### config.mk
export PLATFORM = sky130hd
export DESIGN_NAME = lavm_ctrl
export DESIGN_NICKNAME = d
export VERILOG_FILES = /design/src/hw/rtl/lavm_pkg.sv /design/src/hw/rtl/lavm_ctrl.sv
export SDC_FILE = /design/constraint.sdc
export NUM_CORES = 1
export LEC_CHECK = 0
export ABC_AREA = 0
export BUFFER_PORTS_ARGS = -buffer_cell sky130_fd_sc_hd__clkbuf_2
export CORE_ASPECT_RATIO = 1.5
export CORE_MARGIN = 1.5
export CORE_UTILIZATION = 35
export DETAILED_ROUTE_END_ITERATION = 12
export GPL_TIMING_DRIVEN = 0
export PLACE_DENSITY = 0.57
export SETUP_SLACK_MARGIN = 0.05
export SYNTH_ARGS = -nofsm -noshare
export SYNTH_HDL_FRONTEND = slang
export SYNTH_SLANG_ARGS = --single-unit
### constraint.sdc
create_clock -name clk -period 2.6 [get_ports clk]
set_input_delay 0.13 -clock clk [delete_from_list [all_inputs] [get_ports clk]]
set_output_delay 0.13 -clock clk [all_outputs]
set_load 0.005 [all_outputs]
### src/hw/rtl/lavm_pkg.sv
// shared types and constants for the look-at view matrix core
// no dependencies

package lavm_pkg;

	localparam int DW      = 32;  // input coordinates and translations, Q16.16
	localparam int CW      = 18;  // unit vector components, signed Q2.16
	localparam int NW      = 36;  // widest vector entering the normalizer
	localparam int AW      = 52;  // multiply accumulator
	localparam int MSTEP_W = 5;

	// multiply step numbers: cross for u, cross for v, the three dot products
	localparam logic [MSTEP_W-1:0] CU_LAST  = 5'd5;
	localparam logic [MSTEP_W-1:0] CV_LAST  = 5'd11;
	localparam logic [MSTEP_W-1:0] DOT_LAST = 5'd20;

	localparam logic signed [CW-1:0] ONE_Q16 = 18'sd65536;

	typedef enum logic [1:0] {
		SEL_UP   = 2'd0,
		SEL_DIFF = 2'd1,
		SEL_TMP  = 2'd2
	} norm_sel_t;

	typedef struct packed {
		logic               in_take;
		logic               norm_start;
		norm_sel_t          norm_sel;
		logic               cap_sup;
		logic               cap_n;
		logic               cap_u;
		logic               mul_go;
		logic [MSTEP_W-1:0] mstep;
		logic               out_load;
	} lavm_cmd_t;

	typedef struct packed {
		logic norm_done;
		logic out_full;
	} lavm_sts_t;

endpackage

### src/hw/rtl/lavm_ctrl.sv
// controller state machine: sequences normalizations, multiply steps and output load
// depends on lavm_pkg

module lavm_ctrl import lavm_pkg::*; (
	input  logic      clk,
	input  logic      arst_n,
	input  logic      in_valid,
	input  logic      in_load,
	input  lavm_sts_t sts,
	output lavm_cmd_t cmd
);

	typedef enum logic [10:0] {
		C_IDLE    = 11'b00000000001,
		C_UP_GO   = 11'b00000000010,
		C_UP_WAIT = 11'b00000000100,
		C_N_GO    = 11'b00000001000,
		C_N_WAIT  = 11'b00000010000,
		C_CU_MUL  = 11'b00000100000,
		C_U_GO    = 11'b00001000000,
		C_U_WAIT  = 11'b00010000000,
		C_CV_MUL  = 11'b00100000000,
		C_DOT_MUL = 11'b01000000000,
		C_OUT     = 11'b10000000000
	} cstate_t;

	cstate_t            state_q, state_d;
	logic [MSTEP_W-1:0] mstep_q, mstep_d;

	always_ff @(posedge clk or negedge arst_n) begin
		if (!arst_n) begin
			state_q <= C_IDLE;
			mstep_q <= '0;
		end else begin
			state_q <= state_d;
			mstep_q <= mstep_d;
		end
	end

	always_comb begin
		state_d   = state_q;
		mstep_d   = mstep_q;
		cmd       = '0;
		cmd.mstep = mstep_q;
		unique case (state_q)
			C_IDLE: begin
				cmd.in_take = in_valid;
				if (in_valid) begin
					mstep_d = '0;
					state_d = in_load ? C_UP_GO : C_N_GO;
				end
			end
			C_UP_GO: begin
				cmd.norm_start = 1'b1;
				cmd.norm_sel   = SEL_UP;
				state_d        = C_UP_WAIT;
			end
			C_UP_WAIT: begin
				cmd.cap_sup = sts.norm_done;
				if (sts.norm_done) state_d = C_N_GO;
			end
			C_N_GO: begin
				cmd.norm_start = 1'b1;
				cmd.norm_sel   = SEL_DIFF;
				state_d        = C_N_WAIT;
			end
			C_N_WAIT: begin
				cmd.cap_n = sts.norm_done;
				if (sts.norm_done) state_d = C_CU_MUL;
			end
			// after the last step this state pauses with no multiply, so the accumulator settles before u is normalized
			C_CU_MUL: begin
				if (mstep_q <= CU_LAST) begin
					cmd.mul_go = 1'b1;
					mstep_d    = mstep_q + 1'b1;
				end else begin
					state_d = C_U_GO;
				end
			end
			C_U_GO: begin
				cmd.norm_start = 1'b1;
				cmd.norm_sel   = SEL_TMP;
				state_d        = C_U_WAIT;
			end
			C_U_WAIT: begin
				cmd.cap_u = sts.norm_done;
				if (sts.norm_done) state_d = C_CV_MUL;
			end
			C_CV_MUL: begin
				if (mstep_q <= CV_LAST) begin
					cmd.mul_go = 1'b1;
					mstep_d    = mstep_q + 1'b1;
				end else begin
					state_d = C_DOT_MUL;
				end
			end
			C_DOT_MUL: begin
				if (mstep_q <= DOT_LAST) begin
					cmd.mul_go = 1'b1;
					mstep_d    = mstep_q + 1'b1;
				end else begin
					state_d = C_OUT;
				end
			end
			C_OUT: begin
				if (!sts.out_full) begin
					cmd.out_load = 1'b1;
					state_d      = C_IDLE;
				end
			end
			default: state_d = C_IDLE;
		endcase
	end

endmodule

# Word level (Yosys, flattened, before mapping)
# Cells that the tools add are included.
[totals] reg_bits=16 latchBits=0 ram_bits=0 romBits=0 n_memories=0
[classes] add_sub_neg=1 multipliers=0 div_mod_pow=0 n_lt_le_gt_ge=3 eq_ne=22 shifts=0 muxes=26 bitwise_logic=0 reduce_logical=3
[op_table] operator="$pmux 11 s11" n=1
[op_table] operator="$mux 11" n=8
[op_table] operator="$ne 2x2->1 const B" n=11
[op_table] operator="$mux 5" n=4
[op_table] operator="$pmux 5 s4" n=1
[op_table] operator="$eq 11x1->1 const B" n=1
[op_table] operator="$eq 11x10->1 const B" n=1
[op_table] operator="$eq 11x11->1 const B" n=1
[op_table] operator="$eq 11x2->1 const B" n=1
[op_table] operator="$eq 11x3->1 const B" n=1
[op_table] operator="$eq 11x4->1 const B" n=1
[op_table] operator="$eq 11x5->1 const B" n=1
[op_table] operator="$eq 11x6->1 const B" n=1
[op_table] operator="$eq 11x7->1 const B" n=1
[op_table] operator="$eq 11x8->1 const B" n=1
[op_table] operator="$eq 11x9->1 const B" n=1
[op_table] operator="$mux 1" n=9
[op_table] operator="$pmux 3 s3" n=1
[op_table] operator="$reduce_and 8->1" n=1
[op_table] operator="$add 5x1->5 const B" n=1
[op_table] operator="$le 5x3->1 const B" n=1
[op_table] operator="$le 5x4->1 const B" n=1
[op_table] operator="$le 5x5->1 const B" n=1
[op_table] operator="$reduce_and 5->1" n=1
[op_table] operator="other kinds (3)" n=3

# Longest topological paths before layout
# Gate-level depths: netlist (run 1).
[depth] ltp_word=3 ltp_mapped=7 mapped_depth_nobuf=7

# Worst setup path after synthesis (run 1)
# Ideal clock, no wire load.
[synth_timing] path_kind="flip-flop to flip-flop" from="register state_q[1]" to="register mstep_q[2]" setup_time_ps=126 t_arrival_ps=2000 required_ps=2474 setup_slack_ps=474 path_stages_with_launch=6 path_buffers=0 cell_sequence="dfrtp_1 > or4_4 > nor2_4 > o21ai_2 > a2111o_1 > a221o_1"
[synth_via] elab_chain_len=3
[synth_lines] element="from (decl)" line_no="lavm_ctrl.sv:27" source="cstate_t state_q, state_d;"
[synth_lines] element="from (signal assigned)" line_no="lavm_ctrl.sv:35" source="state_q <= state_d;"
[synth_lines] element="$eq 11x10->1, or another cell as far along" line_no="lavm_ctrl.sv:45" source="unique case (state_q)"
[synth_lines] element="$reduce_bool 4->1 (no source line) or $ne 2x2->1 (tied branches)"
[synth_lines] element="$reduce_and 5->1 (no source line)"
[synth_lines] element="to (signal assigned)" line_no="lavm_ctrl.sv:36" source="mstep_q <= mstep_d;"
[synth_lines] element="to (decl)" line_no="lavm_ctrl.sv:28" source="logic [MSTEP_W-1:0] mstep_q, mstep_d;"
# Parallel ways exist; a longest one is shown, timed or not.
# A chain may end at the register's enable or synchronous reset.

==> results of run 1 <==
-- per-layer routing --
metal | GRT usage | vias up | wire (um)
met5 | 0 | - | 0
met4 | 0.0926 | 0 | 76
met3 | 0.0264 | 8 | 137
met2 | 0.326 | 33 | 1510
met1 | 0.192 | 516 | 1210
li1 | - | 550 | -
-- timing repair --
| item | in CTS | in global routing |
|---|---|---|
| endpoints found under the hold margin | 15 | 0 |
| hold buffers | 1 | 0 |
| setup endpoints to repair | 0 | 2 |
| gates resized for setup | 0 | 1 |
-- cell usage after synthesis (all sizes together) (4+ instances only) --
cell type   n  share of area
and3        5          0.027
nor2       14          0.052
inv         8          0.026
nor4        5          0.032
o21ai       5          0.025
clkbuf      4          0.013
nand2       5          0.016
dfrtp      15           0.32
nand3       5          0.021
nand2b      4          0.021
and2        4          0.021
nor3        9          0.039
-- cells by family after synthesis --
kind of cell,Yosys count,share of synthesized area
AND/OR/NAND/NOR,70,0.367
flip-flops,16,0.344
buffers and inverters,13,0.0429
XOR/XNOR,2,0.0150
AO/OA/AOI/OAI,27,0.180
adder cells (fa/ha/maj),3,0.0322
multiplexers,2,0.0182
-- through the flow --
step | power, W | setup slack [ns]
6_report | 0.00108 | 0.239
5_1_grt | 0.00116 | 0.0775
4_1_cts | 0.00108 | 0.128
3_5_place_dp | 0.000848 | 0.135
3_3_place_gp | 0.000839 | 0.152
2_1_floorplan | 0.000714 | 0.474
-- state kept, by name, summed over array words and instances, names as in the netlist --
register,count
mstep_q,5
state_q,11
-- worst paths after layout --
path	startpoint	slack (ns)	end
setup / recovery	state_q[1]	0.24	cmd[7]
hold / removal	in_load	0.12	state_q[1]
setup reg to reg	state_q[10]	0.26	mstep_q[3]
hold reg to reg	state_q[2]	0.60	state_q[2]
max in group asynchronous	arst_n	1.93	state_q[0]
min in group asynchronous	arst_n	0.34	mstep_q[2]
-- placed cells by master (no fill, tap or decap), drive strengths merged, types with 3 or more instances in the layout --
cell    Yosys  final
and2        4      4
o21bai      3      3
nand2       5      5
nor3        9      9
a21oi       3      3
nor2b       3      3
nor2       14     14
nor4        5      5
and3        5      5
a221o       3      3
nand2b      4      4
ha          3      3
clkbuf      4     27
o21ai       5      5
dfrtp      15     15
inv         8      8
nand3       5      5
-- cell type report --
cell class | instances | area (sq um)
multi-input combinational | 104 | 721
tap | 40 | 50.0
inverter | 8 | 30.0
sequential | 16 | 402
clock buffer | 4 | 55.1
fill | 329 | 1780
timing repair buffer | 20 | 105
buffer | 5 | 20.0
-- power by group --
part | leakage [nW] | internal [W] | switching (W) | total, W
registers | 0.218 | 0.000292 | 0.0000607 | 0.000353
clock network | 0.0288 | 0.000134 | 0.0000948 | 0.000229
logic | 0.358 | 0.000228 | 0.000271 | 0.000500
-- worst max-delay path, cell delays in order, from the launching register on --
cell and delay [ns]:
dfrtp_1 0.45, or4_4 0.62, nor3_1 0.26, nand3b_1 0.16, nor3_1 0.31, clkbuf_2 0.18
==> impl_metrics.py, run 1 <==
metrics = {
    "synthesis": {
        "syn-num-nets": 142,
        "syn-instance-count": 133,
        "synthesis.area_per_instance_sq_um": 8.77,
        "ys_seq_elements": 16,
        "synth_area_sq_um": 1170,
        "yosysWarnings": 0,
        "synth_edf_count": 0,
        "ys.flop_type": "dfrtp_1",
        "ys_types": 50,
        "synth_seq_area_share": 0.344,
        "async_flop_share": 1.00,
    },
    "floorplan": {
        "ios": 20,
        "die_w_um": 50.1,
        "start_util": 0.369,
        "rows": 25,
        "core_area_sq_um": 3160,
        "die-area_sq_um": 3690,
        "die_h_um": 73.7,
    },
    "finish": {
        "post-route-util": 0.438,
        "drive_above_1_share": 0.236,
        "area_growth_pct": 18.6,
        "n_antenna_cell": 0,
        "fin_area_sq_um": 1380,
        "finalNonFillerCells": 197,
        "final_nets": 167,
    },
    "placed_design": {
        "hpwlAfterDp_um": 2320,
        "io_buffers": 19,
        "place_area_sq_um": 1310,
        "place_inst": 192,
        "place_congestion": 0.959,
    },
    "routing": {
        "drt_first_pass_iters": 4,
        "postRouteAntennaNets": 0,
        "drc": 0,
        "num_vias": 1107,
        "routedWlPerCell_um": 14.9,
        "routed_wl_um": 2940,
        "avgViaCountPerCell": 5.62,
        "first_iter_violations": 47,
    },
    "clock_tree": {
        "path_clk_slew_ns": 0.07,
        "ctsHtreeMaxLevel": 1,
        "cts_tree": "done",
        "cts_buffer_depth": 2,
        "post-cts-setup-buffer-count": 0,
        "root_buffer": "clkbuf_8",
        "clock_latency_ns": 0.25,
        "clock-sinks": 16,
        "cts_made_buffers": 3,
    },
    "grt": {
        "grt_overflow": 0,
        "antenna_found_initial": 0,
        "grt_pass1_wl_um": 4940,
        "grtUsageTotal": 0.177,
        "grt_max_degree": 17,
        "grt_pass1_vias": 1120,
    },
    "timing": {
        "grt_setup_unrepaired": "no",
        "slew_viol_final": 0,
        "hold_violations": 0,
        "setup_viol": 0,
        "slew_headroom": 0.627,
        "fmax_mhz": 423,
        "finalCriticalPeriod_ns": 2.36,
        "period_share": 0.908,
        "fin_hold_ws_ns": 0.121,
        "skew_ns": 0.00366,
        "setup_tns_ns": 0,
        "worstMarginPinSlew_ns": 0.554,
    },
    "setup_path": {
        "crit_fanout": 6,
        "crit_path_end_kind": "output port",
        "ff2ff_path_depth": 5,
        "worstPathArrival_ns": 2.23,
        "cp.required_ns": 2.47,
        "timing.critical_path.from_type": "flop",
        "critical_path_class": "reg -> out",
    },
    "run": {
        "cap_violations": 0,
    },
    "pwr": {
        "leakagePower_nw": 0.605,
        "p_per_area_nw_per_um2": 782,
        "ir_worst_vdd_mv": 0.324,
    },
    "min_path": {
        "hp-class": "in -> reg",
        "hold-path-cell-count": 2,
    },
    "run_status": {
        "status": "completed",
    },
}
Power figures use the tool's default switching activity.
==> run 2: changes to the inputs <==
--- a/config.mk
+++ b/config.mk
@@ -12,7 +12,7 @@
 export CORE_UTILIZATION = 35
 export DETAILED_ROUTE_END_ITERATION = 12
 export GPL_TIMING_DRIVEN = 0
-export PLACE_DENSITY = 0.57
+export PLACE_DENSITY = 0.62
 export SETUP_SLACK_MARGIN = 0.05
 export SYNTH_ARGS = -nofsm -noshare
 export SYNTH_HDL_FRONTEND = slang
==> run 2 against run 1 <==
- combinational power is essentially flat
- clock-buffer cell count is the same
- clock skew grew 0.0026 ns
- clock power shrank 3%
- die area is the same
- power shrank 0.22%
- sequential cell count is the same
- critical path type unchanged
- largest cell class unchanged
- largest power group unchanged
- highest routed layer unchanged
==> impl_metrics.py, run 2 (synthesis gave the netlist of run 1 again) <==
metrics = {
    "routing": {
        "routedWlPerCell_um": 14.9,
        "num_vias": 1127,
        "met2_length_um": 1480,
        "drt_first_pass_iters": 4,
        "postRouteAntennaNets": 0,
        "drc": 0,
        "top_layer_used": "met4",
        "met3WireLength_um": 126,
        "wl_met1_um": 1260,
        "avgViaCountPerCell": 5.72,
        "routed_wl_um": 2930,
        "first_iter_violations": 38,
    },
    "floorplan": {
        "start_util": 0.369,
        "rows": 25,
        "die_w_um": 50.1,
        "ios": 20,
        "die-area_sq_um": 3690,
        "die_h_um": 73.7,
        "core_area_sq_um": 3160,
    },
    "setup_path": {
        "timing.critical_path.from_type": "flop",
        "worst_path_largest_cell_delay_ns": 0.63,
        "path_cells": "or4_4 -> nor3_1 -> nand3b_1 -> nor3_1 -> clkbuf_2",
        "cp.required_ns": 2.47,
        "critical_path_class": "reg -> out",
        "cpMaxStageDelayCell": "or4_4",
        "worstPathArrival_ns": 2.24,
        "crit_path_end_kind": "output port",
        "crit_fanout": 6,
        "crit_top_cell": "nor3_1",
    },
    "finish": {
        "final_nets": 167,
        "drive_above_1_share": 0.236,
        "area_growth_pct": 18.6,
        "largest_register": "state_q",
        "layout_commonest_cell": "clkbuf_2",
        "fin_area_sq_um": 1380,
        "post-route-util": 0.438,
        "nFillCells": 327,
        "n_antenna_cell": 0,
        "reg_top3": "state_q (11), mstep_q (5)",
        "largest_reg_flops": 11,
        "final_cell_mix": "clkbuf_2, dfrtp_1, nor2_1",
    },
    "clock_tree": {
        "cts_made_buffers": 3,
        "cts_tree": "done",
        "path_clk_slew_ns": 0.07,
        "cts_buffer_depth": 2,
        "root_buffer": "clkbuf_8",
        "ctsHtreeMaxLevel": 1,
        "post-cts-setup-buffer-count": 0,
        "clock_latency_ns": 0.25,
        "clock-sinks": 16,
    },
    "pwr": {
        "p_per_area_nw_per_um2": 780,
        "leakagePower_nw": 0.605,
        "ir_worst_vdd_mv": 0.305,
    },
    "timing": {
        "hold_violations": 0,
        "worstMarginPinSlew_ns": 0.533,
        "slew_viol_final": 0,
        "setup_tns_ns": 0,
        "fin_hold_ws_ns": 0.122,
        "setup_viol": 0,
        "slew_headroom": 0.641,
        "period_share": 0.910,
        "fmax_mhz": 423,
        "skew_ns": 0.00628,
        "finalCriticalPeriod_ns": 2.37,
        "grt_setup_unrepaired": "no",
    },
    "grt": {
        "grt_max_degree": 17,
        "grtUsageTotal": 0.180,
        "grt_pass1_wl_um": 5020,
        "antenna_found_initial": 0,
        "grt_overflow": 0,
        "grt_pass1_vias": 1091,
    },
    "min_path": {
        "hp-class": "in -> reg",
    },
    "placed_design": {
        "place_area_sq_um": 1310,
        "hpwlAfterDp_um": 2260,
        "place_congestion": 0.879,
        "io_buffers": 19,
    },
    "run_status": {
        "status": "completed",
    },
    "run": {
        "cap_violations": 0,
    },
}
-- run 2: cell counts in the layout (fill, tap and decap cells not counted) --
Identical to the previous run, type by type.
-- run 2: power by group --
part | leakage (nW) | switching (W) | internal (W)
clock network | 0.0288 | 0.0000884 | 0.000135
logic | 0.358 | 0.000274 | 0.000228
registers | 0.218 | 0.0000615 | 0.000292
total | 0.605 | 0.000424 | 0.000655
-- run 2: layer usage --
layer / vias up / global-route usage
met4: 0 / 0.0926
met2: 34 / 0.314
met5: - / 0
li1: 547 / -
met3: 7 / 0.0244
met1: 539 / 0.212
-- run 2: what timing repair did --
action	CTS	global route
hold buffers	1	0
resized for setup	0	1
endpoints found under the setup margin	0	4
hold endpoints to repair	15	0
-- run 2: critical path, delay by kind of cell, from the launching register on --
kind                   cells  cell delay [ns]
AND/OR/NAND/NOR            4             1.36
flip-flops                 1             0.45
buffers and inverters      1             0.18
-- run 2: path summary, 6_finish.rpt --
kind | from | to | slack (ns) | cells past startpoint
max reg2reg | state_q[10] | mstep_q[2] | 0.27 | 5
min in group asynchronous | arst_n | state_q[4] | 0.34 | 2
max in group asynchronous | arst_n | state_q[0] | 1.93 | 2
min reg2reg | state_q[2] | state_q[2] | 0.61 | 1
min | in_load | state_q[1] | 0.12 | 2
max | state_q[1] | cmd[7] | 0.23 | 5
-- run 2: final cells by class --
class,count,area [sq um],area share
Sequential cell,16,402,0.290
Multi-Input combinational cell,104,721,0.521
Inverter,8,30.0,0.0217
Tap cell,40,50.0,0.0362
Clock buffer,4,55.1,0.0398
Timing Repair Buffer,20,105,0.0760
Buffer,5,20.0,0.0145
-- run 2: metrics by stage --
| step | power, W | setup slack [ns] | instances |
|---|---|---|---|
| 6_report | 0.00108 | 0.234 | 197 |
| 5_1_grt | 0.00115 | 0.0501 | 197 |
| 4_1_cts | 0.00108 | 0.140 | 197 |
| 3_5_place_dp | 0.000850 | 0.143 | 192 |
| 3_3_place_gp | 0.000835 | 0.181 | 192 |
| 2_1_floorplan | 0.000714 | 0.474 | 133 |
